--- config.mk ---
export PLATFORM = sky130hd
export DESIGN_NAME = lru_key_value_cache_core
export DESIGN_NICKNAME = d
export VERILOG_FILES = /design/src/design/lkvc_pkg.sv /design/src/design/lkvc_ram.sv /design/src/design/lkvc_ctrl.sv /design/src/design/lkvc_datapath.sv /design/src/design/lru_key_value_cache_core.sv
export SDC_FILE = /design/constraint.sdc
export NUM_CORES = 1
export LEC_CHECK = 0
export ABC_CLOCK_PERIOD_IN_PS = 7050
export BUFFER_PORTS_ARGS = -buffer_cell sky130_fd_sc_hd__buf_4
export CORE_MARGIN = 8
export CORE_UTILIZATION = 66
export DETAILED_ROUTE_END_ITERATION = 12
export MAX_ROUTING_LAYER = met4
export PLACE_DENSITY = 0.93
export SYNTH_ARGS = -nofsm -noshare
export SYNTH_HDL_FRONTEND = slang
export SYNTH_HIERARCHICAL = 1
export SYNTH_SLANG_ARGS = --single-unit
--- constraint.sdc ---
create_clock -name clk -period 7.05 [get_ports clk]
set_input_delay 1.7625 -clock clk [delete_from_list [all_inputs] [get_ports clk]]
set_output_delay 1.7625 -clock clk [all_outputs]
set_load 0.01 [all_outputs]
--- src/design/lkvc_pkg.sv ---
package lkvc_pkg;

    localparam logic OP_READ  = 1'b0;
    localparam logic OP_WRITE = 1'b1;

    localparam logic signed [31:0] INT_MAX = 32'sh7FFF_FFFF;

    typedef struct packed {
        logic              operation;
        logic signed [31:0] lookup_key;
        logic signed [31:0] write_value;
    } lkvc_item_t;

    typedef struct packed {
        logic              hit;
        logic signed [31:0] read_value;
    } lkvc_result_t;

    typedef enum logic [1:0] {
        ST_IDLE,
        ST_LOOKUP,
        ST_UPDATE,
        ST_RESPOND
    } lkvc_state_t;

    typedef struct packed {
        logic accept;
        logic lookup;
        logic update;
    } lkvc_cmd_t;

endpackage

--- src/design/lkvc_ram.sv ---
module lkvc_ram #(
    parameter int WIDTH = 32,
    parameter int DEPTH = 8
) (
    input  logic                                   clk,
    input  logic                                   we,
    input  logic [((DEPTH > 1) ? $clog2(DEPTH) : 1)-1:0] addr,
    input  logic [WIDTH-1:0]                       wdata,
    output logic [WIDTH-1:0]                       rdata
);

    logic [WIDTH-1:0] mem_reg [DEPTH];
    logic [WIDTH-1:0] rdata_reg;

    always_ff @(posedge clk)
    begin
        if (we)
        begin
            mem_reg[addr] <= wdata;
        end
        rdata_reg <= mem_reg[addr];
    end

    assign rdata = rdata_reg;

endmodule

--- src/design/lkvc_ctrl.sv ---
module lkvc_ctrl (
    input  logic              clk,
    input  logic              rst_n,
    input  logic              start,
    output logic              busy,
    output logic              done,
    output lkvc_pkg::lkvc_cmd_t cmd
);

    import lkvc_pkg::*;

    lkvc_state_t state_reg;
    lkvc_state_t state_next;

    always_ff @(posedge clk or negedge rst_n)
    begin
        if (!rst_n)
        begin
            state_reg <= ST_IDLE;
        end
        else
        begin
            state_reg <= state_next;
        end
    end

    always_comb
    begin
        state_next = state_reg;
        case (state_reg)
            ST_IDLE:
            begin
                if (start)
                begin
                    state_next = ST_LOOKUP;
                end
            end
            ST_LOOKUP:  state_next = ST_UPDATE;
            ST_UPDATE:  state_next = ST_RESPOND;
            ST_RESPOND:
            begin
                state_next = start ? ST_LOOKUP : ST_IDLE;
            end
            default:    state_next = ST_IDLE;
        endcase
    end

    always_comb
    begin
        busy       = 1'b0;
        done       = 1'b0;
        cmd.lookup = 1'b0;
        cmd.update = 1'b0;
        case (state_reg)
            ST_IDLE:    ;
            ST_LOOKUP:
            begin
                busy       = 1'b1;
                cmd.lookup = 1'b1;
            end
            ST_UPDATE:
            begin
                busy       = 1'b1;
                cmd.update = 1'b1;
            end
            ST_RESPOND: done = 1'b1;
            default:    ;
        endcase
        cmd.accept = start && !busy;
    end

    // transaction walks lookup, update and respond in order
    a_accept_lookup: assert property (@(posedge clk) disable iff (!rst_n)
        cmd.accept |=> cmd.lookup)
        else $error("accepted transaction did not enter lookup");

    a_lookup_update: assert property (@(posedge clk) disable iff (!rst_n)
        cmd.lookup |=> cmd.update)
        else $error("lookup not followed by update");

    a_update_done: assert property (@(posedge clk) disable iff (!rst_n)
        cmd.update |=> done && !busy)
        else $error("update not followed by result strobe");

endmodule

--- src/design/lkvc_datapath.sv ---
module lkvc_datapath #(
    parameter int CAPACITY = 8
) (
    input  logic                 clk,
    input  logic                 rst_n,
    input  lkvc_pkg::lkvc_cmd_t  cmd,
    input  lkvc_pkg::lkvc_item_t item,
    output lkvc_pkg::lkvc_result_t result
);

    import lkvc_pkg::*;

    localparam int RW = (CAPACITY > 1) ? $clog2(CAPACITY) : 1;
    localparam int CW = $clog2(CAPACITY + 1);

    logic                op_reg;
    logic signed [31:0]  key_reg;
    logic signed [31:0]  val_reg;

    logic [CAPACITY-1:0] valid_reg;
    logic [CAPACITY-1:0] valid_next;
    logic [31:0]         key_mem_reg [CAPACITY];
    logic [RW-1:0]       rank_reg  [CAPACITY];
    logic [RW-1:0]       rank_next [CAPACITY];
    logic [CW-1:0]       count_reg;
    logic [CW-1:0]       count_next;
    logic                hit_reg;
    logic                hit_next;
    logic [CAPACITY-1:0] sel_reg;
    logic [CAPACITY-1:0] sel_next;

    logic [CAPACITY-1:0] match_vec;
    logic [CAPACITY-1:0] lru_vec;
    logic [CAPACITY-1:0] free_vec;
    logic [CAPACITY-1:0] match_first;
    logic [CAPACITY-1:0] free_first;
    logic [CAPACITY-1:0] lru_first;
    logic                full;
    logic                found;

    logic [RW-1:0]       slot_idx;
    logic [RW-1:0]       tgt_rank;
    logic [RW:0]         age_limit;
    logic                touch;
    logic                do_write;
    logic [31:0]         ram_rdata;

    assign full = (count_reg == CW'(CAPACITY));

    // parallel key compare and victim selection
    always_comb
    begin
        for (int i = 0; i < CAPACITY; i++)
        begin
            match_vec[i] = valid_reg[i] && (key_mem_reg[i] == key_reg);
            lru_vec[i]   = valid_reg[i] && (rank_reg[i] == RW'(CAPACITY - 1));
        end
        free_vec    = ~valid_reg;
        match_first = match_vec & (~match_vec + CAPACITY'(1));
        free_first  = free_vec & (~free_vec + CAPACITY'(1));
        lru_first   = lru_vec & (~lru_vec + CAPACITY'(1));
        found       = |match_vec;
    end

    always_comb
    begin
        hit_next = hit_reg;
        sel_next = sel_reg;
        if (cmd.lookup)
        begin
            hit_next = found;
            if (found)
            begin
                sel_next = match_first;
            end
            else if (full)
            begin
                sel_next = lru_first;
            end
            else
            begin
                sel_next = free_first;
            end
        end
    end

    // slot index and rank of the selected entry
    always_comb
    begin
        slot_idx = '0;
        tgt_rank = '0;
        for (int i = 0; i < CAPACITY; i++)
        begin
            if (sel_reg[i])
            begin
                slot_idx = slot_idx | RW'(i);
                tgt_rank = tgt_rank | rank_reg[i];
            end
        end
    end

    assign do_write  = (op_reg == OP_WRITE);
    assign touch     = hit_reg || do_write;
    assign age_limit = (hit_reg || full) ? {1'b0, tgt_rank} : (RW + 1)'(CAPACITY);

    always_comb
    begin
        valid_next = valid_reg;
        count_next = count_reg;
        for (int i = 0; i < CAPACITY; i++)
        begin
            rank_next[i] = rank_reg[i];
        end
        if (cmd.update && touch)
        begin
            for (int i = 0; i < CAPACITY; i++)
            begin
                if (sel_reg[i])
                begin
                    rank_next[i] = '0;
                end
                else if (valid_reg[i] && ({1'b0, rank_reg[i]} < age_limit))
                begin
                    rank_next[i] = rank_reg[i] + RW'(1);
                end
            end
            if (do_write)
            begin
                valid_next = valid_reg | sel_reg;
                if (!hit_reg && !full)
                begin
                    count_next = count_reg + CW'(1);
                end
            end
        end
    end

    always_ff @(posedge clk or negedge rst_n)
    begin
        if (!rst_n)
        begin
            valid_reg <= '0;
            count_reg <= '0;
            hit_reg   <= 1'b0;
            sel_reg   <= '0;
            for (int i = 0; i < CAPACITY; i++)
            begin
                rank_reg[i] <= '0;
            end
        end
        else
        begin
            valid_reg <= valid_next;
            count_reg <= count_next;
            hit_reg   <= hit_next;
            sel_reg   <= sel_next;
            for (int i = 0; i < CAPACITY; i++)
            begin
                rank_reg[i] <= rank_next[i];
            end
        end
    end

    always_ff @(posedge clk)
    begin
        if (cmd.accept)
        begin
            op_reg  <= item.operation;
            key_reg <= item.lookup_key;
            val_reg <= item.write_value;
        end
        for (int i = 0; i < CAPACITY; i++)
        begin
            if (cmd.update && do_write && sel_reg[i])
            begin
                key_mem_reg[i] <= key_reg;
            end
        end
    end

    lkvc_ram #(
        .WIDTH (32),
        .DEPTH (CAPACITY)
    ) u_value_ram (
        .clk   (clk),
        .we    (cmd.update && do_write),
        .addr  (slot_idx),
        .wdata (val_reg),
        .rdata (ram_rdata)
    );

    always_comb
    begin
        result.hit = hit_reg;
        if (do_write)
        begin
            result.read_value = val_reg;
        end
        else if (hit_reg)
        begin
            result.read_value = ram_rdata;
        end
        else
        begin
            result.read_value = INT_MAX;
        end
    end

    a_count_matches_valid: assert property (@(posedge clk) disable iff (!rst_n)
        $countones(valid_reg) == 32'(count_reg))
        else $error("occupancy count out of step with valid entries");

    a_sel_onehot: assert property (@(posedge clk) disable iff (!rst_n)
        cmd.update |-> $onehot(sel_reg))
        else $error("update without exactly one selected entry");

    a_keys_unique: assert property (@(posedge clk) disable iff (!rst_n)
        cmd.lookup |-> $onehot0(match_vec))
        else $error("key held by more than one valid entry");

endmodule

--- src/design/lru_key_value_cache_core.sv ---
// fully associative key-value cache with least-recently-used replacement
// input channel: item is taken at a clock edge where start is high and busy
// is low; operation selects read lookup or write insert/update
// result channel: done pulses for one cycle with result.hit and
// result.read_value; the receiver cannot stall and must take it then
// latency: done is high in the third cycle after the accepting edge and the
// result is taken at the third edge after it
// throughput: one transaction every 3 cycles; start may be held high during
// the done cycle so the next transaction is taken at that edge
// the 3 cycles are lookup (parallel key compare and victim pick), update
// (rank aging, key and value write) and respond (registered value ram read)
// reset: all entries invalid, occupancy zero, controller idle; no clearing
// pass is needed, the cache accepts a transaction right after reset
module lru_key_value_cache_core #(
    parameter int CAPACITY = 8
) (
    input  logic                   clk,
    input  logic                   rst_n,
    input  logic                   start,
    output logic                   busy,
    input  lkvc_pkg::lkvc_item_t   item,
    output logic                   done,
    output lkvc_pkg::lkvc_result_t result
);

    import lkvc_pkg::*;

    lkvc_cmd_t cmd;

    lkvc_ctrl u_ctrl (
        .clk   (clk),
        .rst_n (rst_n),
        .start (start),
        .busy  (busy),
        .done  (done),
        .cmd   (cmd)
    );

    lkvc_datapath #(
        .CAPACITY (CAPACITY)
    ) u_datapath (
        .clk    (clk),
        .rst_n  (rst_n),
        .cmd    (cmd),
        .item   (item),
        .result (result)
    );

endmodule
==> impl_summary.txt <==
----------------------------------------------------
[Outcome]
  Result of the run ... finished clean

[Logic synthesis]
  Syn. warnings ... 6
  Count of different cell masters after synthesis ... 61
  Avg Cell Area, Syn ... 16.41 um2
  Number of flops mapped to enable cells by yosys ... approximately 580
  Part of the Yosys area used for sequential elements ... 70.12%
  Net count after synthesis ... about 1.8k
  Synthesized instance count ... between 1.5k and 2k
  Cell area after synthesis ... 27300 um2
  Proportion of synthesized flip-flops having asynchronous set or reset ... 7.165%
  Ys flop type ... sky130_fd_sc_hd__edfxtp_1
  Post-synthesis sequential element count ... around 660

[Critical path]
  Req. time, crit path ... 5.29 ns
  Library cell appearing most often on the critical path ... sky130_fd_sc_hd__buf_4
  Signal arrival time at the worst endpoint ... 2.81 ns
  CP max FO ... 44
  Element type at the critical path start ... flop
  Critical path's slowest cell ... sky130_fd_sc_hd__buf_4
  CP Capture Type ... primary output
  Peak per-stage delay on the critical path ... about 0.51 ns
  Critical path class ... reg -> out
  CP cell instances ... buf_4, nand2b_1, buf_4, nor2_1, a21oi_1, buf_4

[Clock tree]
  Number of H-tree levels ... 2
  Number of buffers on the longest clock path ... 3
  Number of buffers added by the clock tree synthesis step ... 60
  Clock slew at the register clock pins of the worst setup and hold paths ... 0.07 ns
  CTS tree ... yes
  Hold buffer count at cts ... 0
  Clock latency reported for the late side of the worst-skew pair ... roughly 0.63 ns
  CTS Sinks ... roughly 660
  CTS resizes ... 0
  Cell at the root of the clock tree ... sky130_fd_sc_hd__clkbuf_16
  Total setup buffers inserted after CTS ... 0

[Die]
  Initial core utilization ... 66.86%
  Die H ... around 220 um
  CORE AREA ... slightly above 40000 um2
  I/O pin count ... around 100
  Die width ... roughly 220 um
  Standard-cell row count ... 74
  Area of the die ... slightly below 50000 um2

[Routing]
  Pre-Repair DR Iteration Count ... 6
  Post-Route WL ... ~73 mm
  Drt via density ... around 7
  Average wire length per cell after detail routing ... around 31 um
  Antenna Violating Nets Remaining ... 0
  DR vias ... 16.78k
  Iter 0 DRT Violations ... between 2k and 3k
  Number of remaining DRC errors ... 0

[STA]
  TNS Setup ... 0 ns
  Worst Tran Pin Value ... 1.315 ns
  Skew final ... between 0.02 and 0.025 ns
  Fraction of the cycle the final worst path needs ... 64.84%
  Achievable clock frequency ... 218.8 MHz
  Remaining max-slew budget at the tightest pin ... between 10% and 20%
  Crit path time final ... approximately 4.6 ns
  Number of setup violations in the final report ... 0
  RSZ-0062 raised after global routing ... no
  Final Hold Violating Endpoints ... 0
  Final-report max-slew violation count ... 0

[Place]
  # port buffers ... a little over 100
  Placer Congestion ... between 0.9 and 1
  Area of placed instances ... between 20000 and 30000 um2
  Sum of net half-perimeters after detailed placement ... roughly 40 mm

[Min path]
  Path category of the worst min-delay check ... reg -> reg

[GRT]
  Initial antenna violation count ... 2
  Overall track demand over capacity in global routing ... between 30% and 40%
  Via count of the first global-routing pass ... approximately 17k
  Largest net degree at the start of global routing ... between 60 and 70
  Grt total ovfl ... 0
  Global-route wire length before repair ... 107.7 mm

[Pwr]
  Static leakage power ... about 0.011 uW
  Largest vdd supply drop ... 0.3859 mV
  Power density of the placed cells ... 402.3 nW/um2

[Cells and area]
  Commonest non-fill, non-tap cells in the layout ... 577 x sky130_fd_sc_hd__edfxtp_1, 159 x sky130_fd_sc_hd__xor2_1, 133 x sky130_fd_sc_hd__buf_4
  Proportion of layout cells with a drive suffix above 1 ... 16.07%
  Design area ... 30580 um2
  Final net count ... roughly 1.9k
  Syn-to-layout area delta ... 12.01%
  Filler instances ... 1918
  Leading cell type in the layout, fill and taps excluded ... sky130_fd_sc_hd__edfxtp_1

[Flow run]
  Number of maximum-capacitance constraint violations ... 0

----------------------------------------------------
## worst paths after layout
kind | slack (ns) | endpoint | from | cells after the start
worst max register to register | 3.12 | u_datapath/u_value_ram/mem_reg[4][23]$_DFFE_PP_ | u_datapath/sel_reg[7]$_DFFE_PN0P_ | 5
max in group asynchronous | 5.46 | u_datapath/count_reg[2]$_DFFE_PN0P_ | rst_n | 1
worst min register to register | 0.51 | u_datapath/count_reg[3]$_DFFE_PN0P_ | u_datapath/count_reg[3]$_DFFE_PN0P_ | 1
worst min-delay path | 0.51 | u_datapath/count_reg[3]$_DFFE_PN0P_ | u_datapath/count_reg[3]$_DFFE_PN0P_ | 1
min in group asynchronous | 1.16 | u_datapath/rank_reg[3]$_DFFE_PN0P_ | rst_n | 1
worst max-delay path | 2.48 | result[29] | u_datapath/do_write$_DFFE_PP_ | 6
## cell usage after synthesis, types with 4 or more instances
cell type                  count  area [um2]
sky130_fd_sc_hd__a21oi_1      39       195.2
sky130_fd_sc_hd__a221o_1      27       270.3
sky130_fd_sc_hd__a22oi_1      17       127.6
sky130_fd_sc_hd__and3_1       11       68.82
sky130_fd_sc_hd__buf_2        32       160.2
sky130_fd_sc_hd__buf_6        15       168.9
sky130_fd_sc_hd__clkbuf_1     28       105.1
sky130_fd_sc_hd__dfrtp_1      47        1176
sky130_fd_sc_hd__dfxtp_1      32       640.6
sky130_fd_sc_hd__edfxtp_1    577       17330
sky130_fd_sc_hd__ha_1         39       488.0
sky130_fd_sc_hd__inv_1        52       195.2
sky130_fd_sc_hd__mux2_2       31       349.1
sky130_fd_sc_hd__mux2i_1      15       150.1
sky130_fd_sc_hd__mux4_1       41        1077
sky130_fd_sc_hd__mux4_2        9       202.7
sky130_fd_sc_hd__nand2_1      27       101.4
sky130_fd_sc_hd__nand2b_1      9       56.30
sky130_fd_sc_hd__nand3_1      22       110.1
sky130_fd_sc_hd__nand4_1      38       237.7
sky130_fd_sc_hd__nand4b_1      5       43.79
sky130_fd_sc_hd__nor2_1       57       214.0
sky130_fd_sc_hd__nor2b_1      33       206.5
sky130_fd_sc_hd__nor3_1       22       110.1
sky130_fd_sc_hd__nor3b_1       4       30.03
sky130_fd_sc_hd__nor4_1       73       456.7
sky130_fd_sc_hd__nor4b_1      12       105.1
sky130_fd_sc_hd__o21ai_0      13       65.06
sky130_fd_sc_hd__o22ai_1      11       68.82
sky130_fd_sc_hd__o31a_1        8       70.07
sky130_fd_sc_hd__o31ai_1       8       60.06
sky130_fd_sc_hd__or2_2         8       50.05
sky130_fd_sc_hd__or3_1         4       25.02
sky130_fd_sc_hd__or4_1         7       52.55
sky130_fd_sc_hd__xnor2_1      96       840.8
sky130_fd_sc_hd__xor2_1      159        1393
## cell type report
type / instances / area [um2] / share of cell area, %
clock buffer: 79 / 1655 / 5.413
multi-input combinational: 875 / 7567 / 24.75
tap: 532 / 665.6 / 2.177
sequential: 656 / 19140 / 62.60
inverter: 53 / 198.9 / 0.6505
timing repair buffer: 133 / 998.5 / 3.265
antenna: 2 / 5.005 / 0.01637
clock inverter: 33 / 346.6 / 1.133
## cell families (layout without fill, tap and decap cells)
family | count (synthesis) | after routing | synth area share (%)
xor+xnor | 255 | 255 | 8.181
fa+ha+maj | 39 | 39 | 1.787
buf+inv | 133 | 298 | 2.429
simple gates | 348 | 348 | 7.365
compound gates | 137 | 137 | 3.602
other cells | 0 | 2 | 0
flops | 656 | 656 | 70.12
mux | 96 | 96 | 6.517
## worst max-delay path, delay by kind of cell, from the launching register on
family	cells	cell delay (ns)
buffers and inverters	3	1.10
flip-flops	1	0.34
AND/OR/NAND/NOR	2	0.34
AO/OA/AOI/OAI	1	0.35
## stage by stage
stage / std cells / hold slack (ns) / power (uW) / util, % / worst slack [ns]
finish: 2363 / 0.5084 / 12300 / 74.89 / 2.479
global route: 2363 / 0.5246 / 12620 / 74.89 / 2.482
CTS: 2361 / 0.5053 / 12180 / 74.88 / 2.581
detailed placement: 2249 / 0.4716 / 8697 / 69.98 / 3.308
global placement: 2249 / 0.4651 / 8440 / 69.98 / 3.411
floorplan: 1664 / 0.4314 / 7588 / - / 1.935
## metal layers
layer / global-route usage [%] / routed length, um / up-vias
met3: 6.333 / 9810 / 314
met4: 12.41 / 3700 / 0
li1: - / - / 6648
met1: 39.16 / 24570 / 8161
met5: - / 0 / -
met2: 49.82 / 35390 / 1652
## power by group
group / switching [uW] / total [uW] / internal (uW)
Sequential: 702 / 5710 / 5000
Combinational: 1960 / 3240 / 1270
Clock: 1480 / 3360 / 1880
Power figures use the tool's default switching activity.
